--- src/rtl/drcf_pkg.sv ---
package drcf_pkg;

   localparam int MAX_RULES = 16;
   localparam int MAX_PORTS = 4;

   localparam int RULE_IDX_W = (MAX_RULES > 1) ? $clog2(MAX_RULES) : 1;
   localparam int RULE_CNT_W = $clog2(MAX_RULES + 1);
   localparam int PORT_IDX_W = (MAX_PORTS > 1) ? $clog2(MAX_PORTS) : 1;
   localparam int PORT_CNT_W = $clog2(MAX_PORTS + 1);

   localparam int PROTO_W  = 4;
   localparam int ADDR_W   = 32;
   localparam int PREFIX_W = 6;
   localparam int PORT_W   = 16;

   localparam logic [PROTO_W-1:0] PROTO_ALL = '0;

   localparam logic [7:0] CLASS_A_LAST = 8'd127;
   localparam logic [7:0] CLASS_B_LAST = 8'd191;
   localparam logic [7:0] CLASS_C_LAST = 8'd223;

   localparam logic [ADDR_W-1:0] CLASS_A_MASK = 32'hFF00_0000;
   localparam logic [ADDR_W-1:0] CLASS_B_MASK = 32'hFFFF_0000;
   localparam logic [ADDR_W-1:0] CLASS_C_MASK = 32'hFFFF_FF00;

   localparam logic [PREFIX_W-1:0] CLASS_A_PREFIX = 6'd8;
   localparam logic [PREFIX_W-1:0] CLASS_B_PREFIX = 6'd16;
   localparam logic [PREFIX_W-1:0] CLASS_C_PREFIX = 6'd24;

   typedef enum logic [1:0] {
      CMD_CLEAR = 2'd0,
      CMD_OPEN  = 2'd1,
      CMD_ADD   = 2'd2,
      CMD_CHECK = 2'd3
   } cmd_type;

   typedef enum logic [1:0] {
      STATUS_OK         = 2'd0,
      STATUS_TABLE_FULL = 2'd1,
      STATUS_PORTS_FULL = 2'd2,
      STATUS_NO_RULE    = 2'd3
   } status_type;

   typedef struct packed {
      logic [PROTO_W-1:0]    protocol;
      logic [ADDR_W-1:0]     network;
      logic [PREFIX_W-1:0]   prefix_len;
      logic [PORT_CNT_W-1:0] port_count;
   } rule_type;

   typedef struct packed {
      logic [PORT_W-1:0] range_start;
      logic [PORT_W-1:0] range_end;
   } range_type;

   typedef range_type [MAX_PORTS-1:0] range_row_type;

   typedef struct packed {
      logic [PROTO_W-1:0] protocol;
      logic [ADDR_W-1:0]  address;
      logic [PORT_W-1:0]  port;
   } check_type;

endpackage

--- src/rtl/drcf_ifs.sv ---
interface drcf_req_if;
   logic                             valid;
   logic                             ready;
   logic [1:0]                       cmd;
   logic [drcf_pkg::PROTO_W-1:0]     protocol;
   logic [drcf_pkg::ADDR_W-1:0]      address;
   logic [drcf_pkg::PREFIX_W-1:0]    prefix_len;
   logic [drcf_pkg::PORT_W-1:0]      port_low;
   logic [drcf_pkg::PORT_W-1:0]      port_high;

   modport source (output valid, cmd, protocol, address, prefix_len, port_low, port_high,
                   input ready);
   modport sink   (input valid, cmd, protocol, address, prefix_len, port_low, port_high,
                   output ready);
endinterface

interface drcf_rsp_if;
   logic       valid;
   logic       ready;
   logic       deny;
   logic [1:0] status;

   modport source (output valid, deny, status, input ready);
   modport sink   (input valid, deny, status, output ready);
endinterface

--- src/rtl/deny_rule_connection_filter_top.sv ---
// Connection deny filter. Commands clear the rule table, open a rule, add a port range
// to the newest rule, or check a connection against all rules. A check walks the rule
// table one rule per cycle through a single registered read of the rule and port-range
// memories and one shared match unit. One command is in flight at a time; the response
// register lets a new command start while the last response is still waiting to be
// taken.
module deny_rule_connection_filter_top (
   input  logic             clock,
   input  logic             reset,
   drcf_req_if.sink         req_chan,
   drcf_rsp_if.source       rsp_chan
);

   typedef enum logic [2:0] {
      S_IDLE,
      S_ADD,
      S_WALK,
      S_DONE
   } state_type;

   typedef struct packed {
      logic [drcf_pkg::PROTO_W-1:0]  protocol;
      logic [drcf_pkg::ADDR_W-1:0]   address;
      logic [drcf_pkg::PORT_W-1:0]   port_low;
      logic [drcf_pkg::PORT_W-1:0]   port_high;
   } req_type;

   state_type                          state_ff;
   req_type                            req_ff;
   logic [drcf_pkg::RULE_CNT_W-1:0]    rule_count_ff;
   logic [drcf_pkg::RULE_CNT_W-1:0]    walk_ff;
   logic                               vld_ff;
   logic                               deny_ff;
   drcf_pkg::status_type               status_ff;
   logic                               rsp_valid_ff;
   logic                               rsp_deny_ff;
   drcf_pkg::status_type               rsp_status_ff;

   drcf_pkg::rule_type                 rule_mem [drcf_pkg::MAX_RULES];
   drcf_pkg::range_row_type            rng_mem  [drcf_pkg::MAX_RULES];
   drcf_pkg::rule_type                 rule_rd_ff;
   drcf_pkg::range_row_type            rng_rd_ff;

   logic [drcf_pkg::RULE_CNT_W-1:0]    last_rule;
   logic [drcf_pkg::RULE_IDX_W-1:0]    rd_idx;
   logic                               rule_we;
   logic [drcf_pkg::RULE_IDX_W-1:0]    rule_wr_idx;
   drcf_pkg::rule_type                 rule_wr_in;
   logic                               rng_we;
   logic [drcf_pkg::PORT_IDX_W-1:0]    slot;
   logic                               accept;
   logic                               issuing;
   logic                               ports_full;
   logic                               rsp_load;
   logic                               hit;
   drcf_pkg::check_type                chk;

   assign req_chan.ready  = (state_ff == S_IDLE);
   assign accept          = req_chan.valid && req_chan.ready;
   assign rsp_chan.valid  = rsp_valid_ff;
   assign rsp_chan.deny   = rsp_deny_ff;
   assign rsp_chan.status = rsp_status_ff;

   assign last_rule  = rule_count_ff - drcf_pkg::RULE_CNT_W'(1);
   assign issuing    = (walk_ff < rule_count_ff);
   assign slot       = rule_rd_ff.port_count[drcf_pkg::PORT_IDX_W-1:0];
   assign ports_full = (rule_rd_ff.port_count >= drcf_pkg::PORT_CNT_W'(drcf_pkg::MAX_PORTS));
   assign rsp_load   = (state_ff == S_DONE) && (!rsp_valid_ff || rsp_chan.ready);

   assign chk.protocol = req_ff.protocol;
   assign chk.address  = req_ff.address;
   assign chk.port     = req_ff.port_low;

   always_comb begin
      rd_idx = last_rule[drcf_pkg::RULE_IDX_W-1:0];
      if (state_ff == S_WALK) begin
         rd_idx = walk_ff[drcf_pkg::RULE_IDX_W-1:0];
      end
   end

   always_comb begin
      rule_we     = 1'b0;
      rng_we      = 1'b0;
      rule_wr_idx = rule_count_ff[drcf_pkg::RULE_IDX_W-1:0];
      rule_wr_in  = rule_rd_ff;
      if (accept && (drcf_pkg::cmd_type'(req_chan.cmd) == drcf_pkg::CMD_OPEN) &&
          (rule_count_ff != drcf_pkg::RULE_CNT_W'(drcf_pkg::MAX_RULES))) begin
         rule_we               = 1'b1;
         rule_wr_in.protocol   = req_chan.protocol;
         rule_wr_in.network    = req_chan.address;
         rule_wr_in.prefix_len = req_chan.prefix_len;
         rule_wr_in.port_count = '0;
      end else if ((state_ff == S_ADD) && !ports_full) begin
         rule_we               = 1'b1;
         rng_we                = 1'b1;
         rule_wr_idx           = last_rule[drcf_pkg::RULE_IDX_W-1:0];
         rule_wr_in.port_count = rule_rd_ff.port_count + drcf_pkg::PORT_CNT_W'(1);
      end
   end

   always_ff @(posedge clock) begin
      if (rule_we) begin
         rule_mem[rule_wr_idx] <= rule_wr_in;
      end
      if (rng_we) begin
         rng_mem[rule_wr_idx][slot] <= {req_ff.port_low, req_ff.port_high};
      end
      rule_rd_ff <= rule_mem[rd_idx];
      rng_rd_ff  <= rng_mem[rd_idx];
   end

   drcf_match u_match (
      .rule   (rule_rd_ff),
      .ranges (rng_rd_ff),
      .chk    (chk),
      .hit    (hit)
   );

   always_ff @(posedge clock) begin
      if (reset) begin
         state_ff      <= S_IDLE;
         rule_count_ff <= '0;
         walk_ff       <= '0;
         vld_ff        <= 1'b0;
         rsp_valid_ff  <= 1'b0;
      end else begin
         if (rsp_load) begin
            rsp_valid_ff <= 1'b1;
         end else if (rsp_valid_ff && rsp_chan.ready) begin
            rsp_valid_ff <= 1'b0;
         end
         unique case (state_ff)
            S_IDLE: begin
               if (accept) begin
                  req_ff.protocol  <= req_chan.protocol;
                  req_ff.address   <= req_chan.address;
                  req_ff.port_low  <= req_chan.port_low;
                  req_ff.port_high <= req_chan.port_high;
                  deny_ff          <= 1'b0;
                  status_ff        <= drcf_pkg::STATUS_OK;
                  walk_ff          <= '0;
                  vld_ff           <= 1'b0;
                  state_ff         <= S_DONE;
                  unique case (drcf_pkg::cmd_type'(req_chan.cmd))
                     drcf_pkg::CMD_CLEAR: begin
                        rule_count_ff <= '0;
                     end
                     drcf_pkg::CMD_OPEN: begin
                        if (rule_count_ff == drcf_pkg::RULE_CNT_W'(drcf_pkg::MAX_RULES)) begin
                           status_ff <= drcf_pkg::STATUS_TABLE_FULL;
                        end else begin
                           rule_count_ff <= rule_count_ff + drcf_pkg::RULE_CNT_W'(1);
                        end
                     end
                     drcf_pkg::CMD_ADD: begin
                        if (rule_count_ff == '0) begin
                           status_ff <= drcf_pkg::STATUS_NO_RULE;
                        end else begin
                           state_ff <= S_ADD;
                        end
                     end
                     drcf_pkg::CMD_CHECK: begin
                        state_ff <= S_WALK;
                     end
                  endcase
               end
            end
            S_ADD: begin
               if (ports_full) begin
                  status_ff <= drcf_pkg::STATUS_PORTS_FULL;
               end
               state_ff <= S_DONE;
            end
            S_WALK: begin
               vld_ff <= issuing;
               if (issuing) begin
                  walk_ff <= walk_ff + drcf_pkg::RULE_CNT_W'(1);
               end
               if (vld_ff && hit) begin
                  deny_ff <= 1'b1;
               end
               if (!issuing && !vld_ff) begin
                  state_ff <= S_DONE;
               end
            end
            S_DONE: begin
               if (rsp_load) begin
                  rsp_deny_ff   <= deny_ff;
                  rsp_status_ff <= status_ff;
                  state_ff      <= S_IDLE;
               end
            end
            default: begin
               state_ff <= S_IDLE;
            end
         endcase
      end
   end

   a_count_bound: assert property (@(posedge clock) disable iff (reset)
      rule_count_ff <= drcf_pkg::RULE_CNT_W'(drcf_pkg::MAX_RULES))
      else $error("rule count beyond table size");

   a_rsp_from_done: assert property (@(posedge clock) disable iff (reset)
      $rose(rsp_valid_ff) |-> $past(state_ff) == S_DONE)
      else $error("response raised outside completion");

   a_walk_valid: assert property (@(posedge clock) disable iff (reset)
      vld_ff |-> state_ff == S_WALK)
      else $error("rule read data valid outside table walk");

   a_clear: assert property (@(posedge clock) disable iff (reset)
      (accept && req_chan.cmd == drcf_pkg::CMD_CLEAR) |=> rule_count_ff == '0)
      else $error("clear left rules in table");

   a_walk_stop: assert property (@(posedge clock) disable iff (reset)
      (state_ff == S_WALK) |-> walk_ff <= rule_count_ff)
      else $error("table walk ran past last rule");

endmodule

--- src/rtl/drcf_match.sv ---
module drcf_match (
   input  drcf_pkg::rule_type      rule,
   input  drcf_pkg::range_row_type ranges,
   input  drcf_pkg::check_type     chk,
   output logic                    hit
);

   logic [7:0]                      octet;
   logic                            have_net;
   logic [drcf_pkg::ADDR_W-1:0]     net;
   logic [drcf_pkg::PREFIX_W-1:0]   plen;
   logic                            proto_hit;
   logic                            port_hit;
   logic                            net_hit;

   assign octet = chk.address[drcf_pkg::ADDR_W-1 -: 8];

   always_comb begin
      have_net = 1'b1;
      net      = chk.address & drcf_pkg::CLASS_A_MASK;
      plen     = drcf_pkg::CLASS_A_PREFIX;
      if (octet <= drcf_pkg::CLASS_A_LAST) begin
         net  = chk.address & drcf_pkg::CLASS_A_MASK;
         plen = drcf_pkg::CLASS_A_PREFIX;
      end else if (octet <= drcf_pkg::CLASS_B_LAST) begin
         net  = chk.address & drcf_pkg::CLASS_B_MASK;
         plen = drcf_pkg::CLASS_B_PREFIX;
      end else if (octet <= drcf_pkg::CLASS_C_LAST) begin
         net  = chk.address & drcf_pkg::CLASS_C_MASK;
         plen = drcf_pkg::CLASS_C_PREFIX;
      end else begin
         have_net = 1'b0;
      end
   end

   always_comb begin
      port_hit = (rule.port_count == '0);
      for (int k = 0; k < drcf_pkg::MAX_PORTS; k++) begin
         if ((drcf_pkg::PORT_CNT_W'(k) < rule.port_count) &&
             (chk.port >= ranges[k].range_start) &&
             (chk.port <= ranges[k].range_end)) begin
            port_hit = 1'b1;
         end
      end
   end

   assign proto_hit = (rule.protocol == drcf_pkg::PROTO_ALL) ||
                      (rule.protocol == chk.protocol);
   assign net_hit   = have_net && (rule.network == net) && (rule.prefix_len == plen);
   assign hit       = proto_hit && port_hit && net_hit;

endmodule
--- src/flat_wrapper.sv ---
// flat-port wrapper written by rule: the top's interface ports become plain ports
module deny_rule_connection_filter_top_flat 
  (clock, reset, req_chan_valid, req_chan_cmd, req_chan_protocol, req_chan_address, req_chan_prefix_len, req_chan_port_low, req_chan_port_high, req_chan_ready, rsp_chan_valid, rsp_chan_deny, rsp_chan_status, rsp_chan_ready);
  drcf_req_if req_chan_i ();
  drcf_rsp_if rsp_chan_i ();
  input  logic clock;
  input  logic reset;
  input wire logic [$bits(req_chan_i.valid)-1:0] req_chan_valid;
  input wire logic [$bits(req_chan_i.cmd)-1:0] req_chan_cmd;
  input wire logic [$bits(req_chan_i.protocol)-1:0] req_chan_protocol;
  input wire logic [$bits(req_chan_i.address)-1:0] req_chan_address;
  input wire logic [$bits(req_chan_i.prefix_len)-1:0] req_chan_prefix_len;
  input wire logic [$bits(req_chan_i.port_low)-1:0] req_chan_port_low;
  input wire logic [$bits(req_chan_i.port_high)-1:0] req_chan_port_high;
  output wire logic [$bits(req_chan_i.ready)-1:0] req_chan_ready;
  output wire logic [$bits(rsp_chan_i.valid)-1:0] rsp_chan_valid;
  output wire logic [$bits(rsp_chan_i.deny)-1:0] rsp_chan_deny;
  output wire logic [$bits(rsp_chan_i.status)-1:0] rsp_chan_status;
  input wire logic [$bits(rsp_chan_i.ready)-1:0] rsp_chan_ready;
  assign req_chan_i.valid = req_chan_valid;
  assign req_chan_i.cmd = req_chan_cmd;
  assign req_chan_i.protocol = req_chan_protocol;
  assign req_chan_i.address = req_chan_address;
  assign req_chan_i.prefix_len = req_chan_prefix_len;
  assign req_chan_i.port_low = req_chan_port_low;
  assign req_chan_i.port_high = req_chan_port_high;
  assign req_chan_ready = req_chan_i.ready;
  assign rsp_chan_valid = rsp_chan_i.valid;
  assign rsp_chan_deny = rsp_chan_i.deny;
  assign rsp_chan_status = rsp_chan_i.status;
  assign rsp_chan_i.ready = rsp_chan_ready;
  deny_rule_connection_filter_top u_core (.clock(clock), .reset(reset), .req_chan(req_chan_i), .rsp_chan(rsp_chan_i));
endmodule
--- config.mk ---
export PLATFORM = sky130hd
export DESIGN_NAME = deny_rule_connection_filter_top_flat
export DESIGN_NICKNAME = d
export VERILOG_FILES = /design/src/rtl/drcf_pkg.sv /design/src/rtl/drcf_ifs.sv /design/src/rtl/deny_rule_connection_filter_top.sv /design/src/rtl/drcf_match.sv /design/src/flat_wrapper.sv
export SDC_FILE = /design/constraint.sdc
export NUM_CORES = 2
export LEC_CHECK = 0
export ABC_AREA = 1
export BUFFER_PORTS_ARGS = -buffer_cell sky130_fd_sc_hd__clkbuf_2
export CORE_ASPECT_RATIO = 0.5
export CORE_UTILIZATION = 55
export DETAILED_ROUTE_END_ITERATION = 8
export PLACE_DENSITY = 0.71
export SYNTH_ARGS = -nofsm -noshare
export SYNTH_HDL_FRONTEND = slang
export SYNTH_SLANG_ARGS = --single-unit
export TNS_END_PERCENT = 10
--- constraint.sdc ---
create_clock -name clock -period 5.9 [get_ports clock]
set_clock_uncertainty 0.15 [all_clocks]
set_input_delay 1.18 -clock clock [delete_from_list [all_inputs] [get_ports clock]]
set_output_delay 1.18 -clock clock [all_outputs]
set_load 0.01 [all_outputs]
; Yosys cells after proc, flatten, opt, wreduce, memory -nomap -nowiden
; Memories as Yosys holds them, arrays and structs flattened. A register that Yosys moved wholly into a read port is not among the register bits.
; Index checks and enable logic that the tools add are counted.
[totals]
reg_bits = 89
ram_bits = 2768
input_bits = 80
mem_count = 2
[op_classes]
add_sub_neg = 4
magnitude_cmp = 19
eq_ne = 18
mux = 51
n_bitwise = 1
reduce_logical = 44
[memory_table]
columns = memory, depth, word_bits, rd, rd_clocked_by_memory_dff, write_ports, line
row1 = u_core.rng_mem, 16, 128, 1, 1, 1, deny_rule_connection_filter_top.sv:40  ; drcf_pkg::range_row_type rng_mem [drcf_pkg::MAX_RULES];
row2 = u_core.rule_mem, 16, 45, 1, 1, 1, deny_rule_connection_filter_top.sv:39  ; drcf_pkg::rule_type rule_mem [drcf_pkg::MAX_RULES];
[op_table]
columns = cell, n
row1 = 128-bit 2-to-1 mux, 1
row2 = 24-bit 2-to-1 mux, 3
row3 = 32-bit demux with 2-bit select, 1
row4 = 16-bit >= comparator, 4
row5 = 16-bit less-or-equal comparator, 4
row6 = 42-bit 2-to-1 mux, 1
row7 = 32-bit equality test, 1
row8 = 32-bit 2-to-1 mux, 1
row9 = 5-bit 2-to-1 mux, 5
row10 = 1-bit logical AND, 21
row11 = 5-bit one-hot mux with 2 select lines, 2
row12 = 1-bit 2-to-1 mux, 18
row13 = "8-bit less-or-equal comparator, second input constant", 2
row14 = 3-bit 2-to-1 mux, 5
row15 = 4-bit 2-to-1 mux, 3
row16 = 3-bit one-hot mux with 4 select lines, 1
row17 = 3-bit AND reduction, 4
row18 = 4-bit AND reduction, 3
row19 = "5-bit by 1-bit adder with 5-bit output, second input constant", 2
row20 = "8-bit by 7-bit less-or-equal comparator with 1-bit output, second input constant", 1
row21 = 2-bit 2-to-1 mux, 4
row22 = "2-bit != test, second input constant", 4
row23 = 2-bit one-hot mux with 2 select lines, 2
row24 = 2-bit nonzero test, 4
row25 = other kinds (28), 40

; Depth between registers and ports, before layout
[logic_depth]
ltp_word = 12
mapped_depth = 16
mapped_depth_nobuf = 16

; By module
; A second synthesis with hierarchy kept.
[hier_totals]
hier_cells = 11621
area_unflattened_um2 = 129563.0
[by_module_without_submodules]
columns = module, n_inst, cells_per_inst, area_each_um2, seq_area_each_um2
row1 = deny_rule_connection_filter_top, 1, 10966, 125615.5, 89085.4
row2 = drcf_match, 1, 655, 3947.5, 0.0

; Least setup slack after synthesis
; OpenSTA, ideal clock, no wires.
[synth_path]
kind = in2reg
startpoint = input req_chan_cmd[1]
endpoint = memory u_core.rule_mem[6][0] in the netlist's numbering (enable)
arrival_ps = 4436
path_slack_ps = 866
stages = 12
path_buffers = 0
cell_sequence = inv_1 ha_1 inv_1 nor2_1 nand2_2 nand2_2 inv_2 o21ai_1 inv_1 nor2_1 nand3_1 nor2_1
[synth_between]
elab_chain_len = 6
word_cells_on_any_way = 7
[synth_lines]
columns = item, line
row1 = start: declaration, flat_wrapper.sv:9  ; input wire logic [$bits(req_chan_i.cmd)-1:0] req_chan_cmd;
row2 = 2-bit by 1-bit equality test with 1-bit output *, deny_rule_connection_filter_top.sv:86  ; if (accept && (drcf_pkg::cmd_type'(req_chan.cmd) == drcf_pkg::CMD_OPEN) &&
row3 = 1-bit logical AND * (2 in a row), deny_rule_connection_filter_top.sv:86
row4 = 1-bit 2-to-1 mux, deny_rule_connection_filter_top.sv:86
row5 = 1-bit 2-to-1 mux, deny_rule_connection_filter_top.sv:102  ; if (rule_we) begin
row6 = 1-bit 2-to-1 mux (implied by the code), deny_rule_connection_filter_top.sv:103  ; rule_mem[rule_wr_idx] <= rule_wr_in;
row7 = end: declaration, deny_rule_connection_filter_top.sv:39
; Every way passes the cells marked *; elsewhere a longest branch is shown, timed or not.

; Worst setup path after layout
[layout_path]
startpoint = register u_core.state_ff[0]
endpoint = register u_core.rng_rd_ff[116] (netlist name)
[layout_between]
elab_chain_len = 2
[layout_lines]
columns = item, line
row1 = start: declaration, deny_rule_connection_filter_top.sv:28  ; state_type state_ff;
row2 = start signal: assignment, deny_rule_connection_filter_top.sv:121  ; state_ff <= S_IDLE;
row3 = start signal: assignment, deny_rule_connection_filter_top.sv:143  ; state_ff <= S_DONE;
row4 = start signal: assignment, deny_rule_connection_filter_top.sv:159  ; state_ff <= S_ADD;
row5 = 3-bit by 2-bit equality test with 1-bit output, deny_rule_connection_filter_top.sv:76  ; if (state_ff == S_WALK) begin
row6 = 4-bit 2-to-1 mux, deny_rule_connection_filter_top.sv:76
; No other way between the ends.
; A chain may end at the register's enable or synchronous reset.

==> flow_summary.toml <==
[worst_setup_path]
critPathBufInv = 5
setup.worst_path.end_class = "flip-flop"
r2r_start = "u_core.state_ff[0]$_SDFFE_PP0P_"
cp_data_arrival_time_ns = 4.69
cp.required_ns = 6.50
startpoint_type = "flip-flop"
crit_chain = "inv_1 -> ha_1 -> inv_2 -> nand2_1 -> nand2_8 -> inv_8 -> buf_4 -> buf_4 -> o21ai_0 -> o221ai_1 -> o21ai_0 -> o22ai_1"
cp_max_fo = 106
crit_type = "reg2reg"
slowest_stage = "inv_8"
cp_top_family = "buffers and inverters"
slowest_delay_ns = 0.73
r2r_cells = 12
timing.rr.end = "u_core.rng_rd_ff[116]$_DFF_P_"
reg2reg_slack_ns = 1.81

[floorplan]
coreArea_um2 = 212000
io_pins = 85
die_x_um = 656
rows = 119
initial_core_util = 0.556
die_area_um2 = 216000
die_h_um = 329

[global_route]
grtUsageTotal = 0.282
antenna_found_initial = 11
grt_max_degree = 219
grt_pass1_wl_um = 455000
overflow = 0
grt_pass1_vias = 70700

[timing]
fin_crit_sh = 0.693
finalHoldViolCount = 0
rsz0062_at_grt = "false"
fin_ws_ns = 1.81
max-slew-margin-rel = 0.130
setup_viol = 0
fin_tns_setup_ns = 0
report.final.slew_viol_count = 0
holdWs_ns = 0.283
worst_slew_pin_slew_ns = 1.31
fmax_mhz = 244
fin_crit_ns = 4.09

[routing]
drt-wirelength-per-cell_um = 26.0
drt_pass1_iterations = 6
drt_wl_total_um = 311000
route.antenna.remaining_nets = 0
vias = 75300
post-route-drc-count = 0
drtIter0Drc = 11100
viasPerCell = 6.29

[logic_synthesis]
synth_area_leader_cell = "edfxtp_1"
yosys_most_used_dff = "edfxtp_1"
ys_top_cells_by_area = "edfxtp_1 72%, o21ai_0 7.2%, nor2_1 5.7%"
synth_top_area_share = 0.723
synth_area_um2 = 118000
synth_common_cells = "2834 x edfxtp_1, 1798 x nor2_1, 1701 x o21ai_0"
synthCells = 8895
synth-edff-count = 2834
yosys_warnings = 0
yosys_register_bits = 3021
yosysUniqueCellTypes = 38
synth_most_common_cell = "edfxtp_1"
avgSynthCellArea_um2 = 13.2
synth_nets = 9123
async_flop_share = 0
yosysSeqAreaShare = 0.755

[place]
port_buffers = 84
post-place-ws_ns = 1.23
dp_hpwl_um = 161000
placed_area_um2 = 123000
routabilityCongestion = 0.854

[cts]
cts_setup_buffers = 0
ctsResizeCount = 0
cts_tree = "done"
holdBufCountCts = 0
cts_max_level = 5
cts_buffers = 267
clk_pin_slew_ns = 0.06
clk_latency_ns = 0.84
cts_root_buf = "clkbuf_16"
clkSinkCount = 3021
clockBufferDepth = 4

[power_and_ir_drop]
leakage_uw = 0.0426
vdd_drop_max_v = 0.000450
p_switching_uw = 22100
switching_share = 0.351
p_int_uw = 40800
pwr-share-comb = 0.312
p_clk_frac = 0.273
power.total_uw = 62900
pwr-share-seq = 0.415
powerDensity_nw_per_um2 = 480

[finish]
design_area_um2 = 131000
drive_above_1_share = 0.0877
final_nets = 9154
fillers = 15300
syn_to_final_growth_pct = 11.2

[hold_path]
whs_path_depth = 0
min_to = "u_core.rsp_chan.status[0]$_DFFE_PP_"
hp-class = "reg2reg"
min_from = "u_core.status_ff[0]$_SDFFCE_PP0P_"

[run]
maxCapViolCount = 0

[run_status]
status = "completed"
## sequential cells by signal, indices dropped and copies added, names as in the netlist
| signal | flops |
|---|---|
| u_core.rng_mem | 2048 |
| u_core.rule_mem | 720 |
| u_core.rng_rd_ff | 128 |
| u_core.rule_rd_ff | 45 |
| u_core.chk | 44 |
| u_core.req_ff | 16 |
| u_core.rule_count_ff | 5 |
| u_core.walk_ff | 5 |
| u_core.rsp_chan.status | 2 |
| u_core.state_ff | 2 |
| u_core.status_ff | 2 |
| u_core.deny_ff | 1 |
| u_core.rsp_chan.deny | 1 |
| u_core.rsp_chan.valid | 1 |
| u_core.vld_ff | 1 |
## layout by cell type, fill, tap and decap left out, types with 3 or more instances in the layout
master	Yosys	final
clkinv_1	0	36
nand2_1	261	261
bufinv_16	0	18
nor2_4	0	82
clkbuf_1	365	78
o211ai_1	71	71
xor2_1	22	22
diode_2	0	3
o21ai_0	1701	1700
dfxtp_1	187	187
nor3_1	10	10
o21ai_1	86	86
a21oi_1	76	76
clkbuf_16	0	275
clkinvlp_4	0	5
clkbuf_2	0	84
nor2_1	1798	1716
edfxtp_1	2834	2834
o22ai_1	716	716
xnor2_1	3	3
inv_8	0	4
buf_12	0	62
inv_1	222	220
o21bai_1	5	5
o21ai_4	0	3
o21a_1	7	7
o221ai_1	80	80
a211oi_1	3	3
clkbuf_8	0	19
nand3_1	35	35
nand4_1	19	19
inv_6	0	8
clkinv_2	0	26
ha_1	148	148
buf_4	20	205
## metrics by stage
stage          std cells   util
6_report           12000  0.619
3_3_place_gp       11500  0.579
5_1_grt            12000  0.619
3_5_place_dp       11500  0.579
2_1_floorplan       8895      -
4_1_cts            12000  0.619
## metal layers
| metal | up-vias | global-route usage | share of wire |
|---|---|---|---|
| met5 | - | 0 | 0.000029 |
| met4 | 2 | 0.0872 | 0.030 |
| met3 | 593 | 0.0466 | 0.11 |
| met2 | 4412 | 0.440 | 0.46 |
| met1 | 37100 | 0.411 | 0.40 |
| li1 | 33100 | - | - |
## final cells by class
class | instances | area (um^2) | area share
Timing Repair Buffer | 351 | 3200 | 0.0244
Clock buffer | 372 | 7440 | 0.0568
Multi-Input combinational cell | 5058 | 26100 | 0.199
Inverter | 227 | 883 | 0.00675
Clock inverter | 93 | 925 | 0.00706
Sequential cell | 3021 | 88800 | 0.679
Antenna cell | 3 | 7.51 | 0.0000573
Tap cell | 2843 | 3560 | 0.0272
## worst register-to-register path, delay by kind of cell, from the launching register on
family,cells,cell delay (ns)
AOI/OAI and AO/OA,4,0.74
adders and majority gates,1,0.47
buffers and inverters,5,1.85
DFF,1,0.34
and+or+nand+nor,2,0.46
## cells by family after synthesis
kind of cell / after synthesis / share of synthesized area
and+or+nand+nor: 2134 / 0.0693
buffers and inverters: 816 / 0.0292
DFF: 3021 / 0.755
xor gates and xnor gates: 25 / 0.00186
AOI/OAI and AO/OA: 2751 / 0.129
adders and majority gates: 148 / 0.0157
## power groups by stage
stage          combinational [uW]  sequential [uW]  clock [uW]
2_1_floorplan               12200            26600           0
3_3_place_gp                18700            26500           0
3_5_place_dp                19200            26500           0
4_1_cts                     19300            26100       17300
5_1_grt                     21300            26100       18100
6_report                    19600            26100       17200
## worst max-delay path by stage
stage,start,cells past startpoint,slack (ns),endpoint
floorplan,req_chan_cmd[1],12,0.87,u_core.rule_mem[6][0]$_DFFE_PP_
global placement,req_chan_cmd[1],14,1.14,u_core.rng_mem[7][14]$_DFFE_PP_
detailed placement,req_chan_cmd[1],14,1.23,u_core.rng_mem[7][14]$_DFFE_PP_
CTS,u_core.state_ff[0]$_SDFFE_PP0P_,12,1.88,u_core.rng_rd_ff[116]$_DFF_P_
global route,u_core.state_ff[0]$_SDFFE_PP0P_,12,1.56,u_core.rng_rd_ff[116]$_DFF_P_
finish,u_core.state_ff[0]$_SDFFE_PP0P_,12,1.81,u_core.rng_rd_ff[116]$_DFF_P_
(Power assumes the default switching activity.)
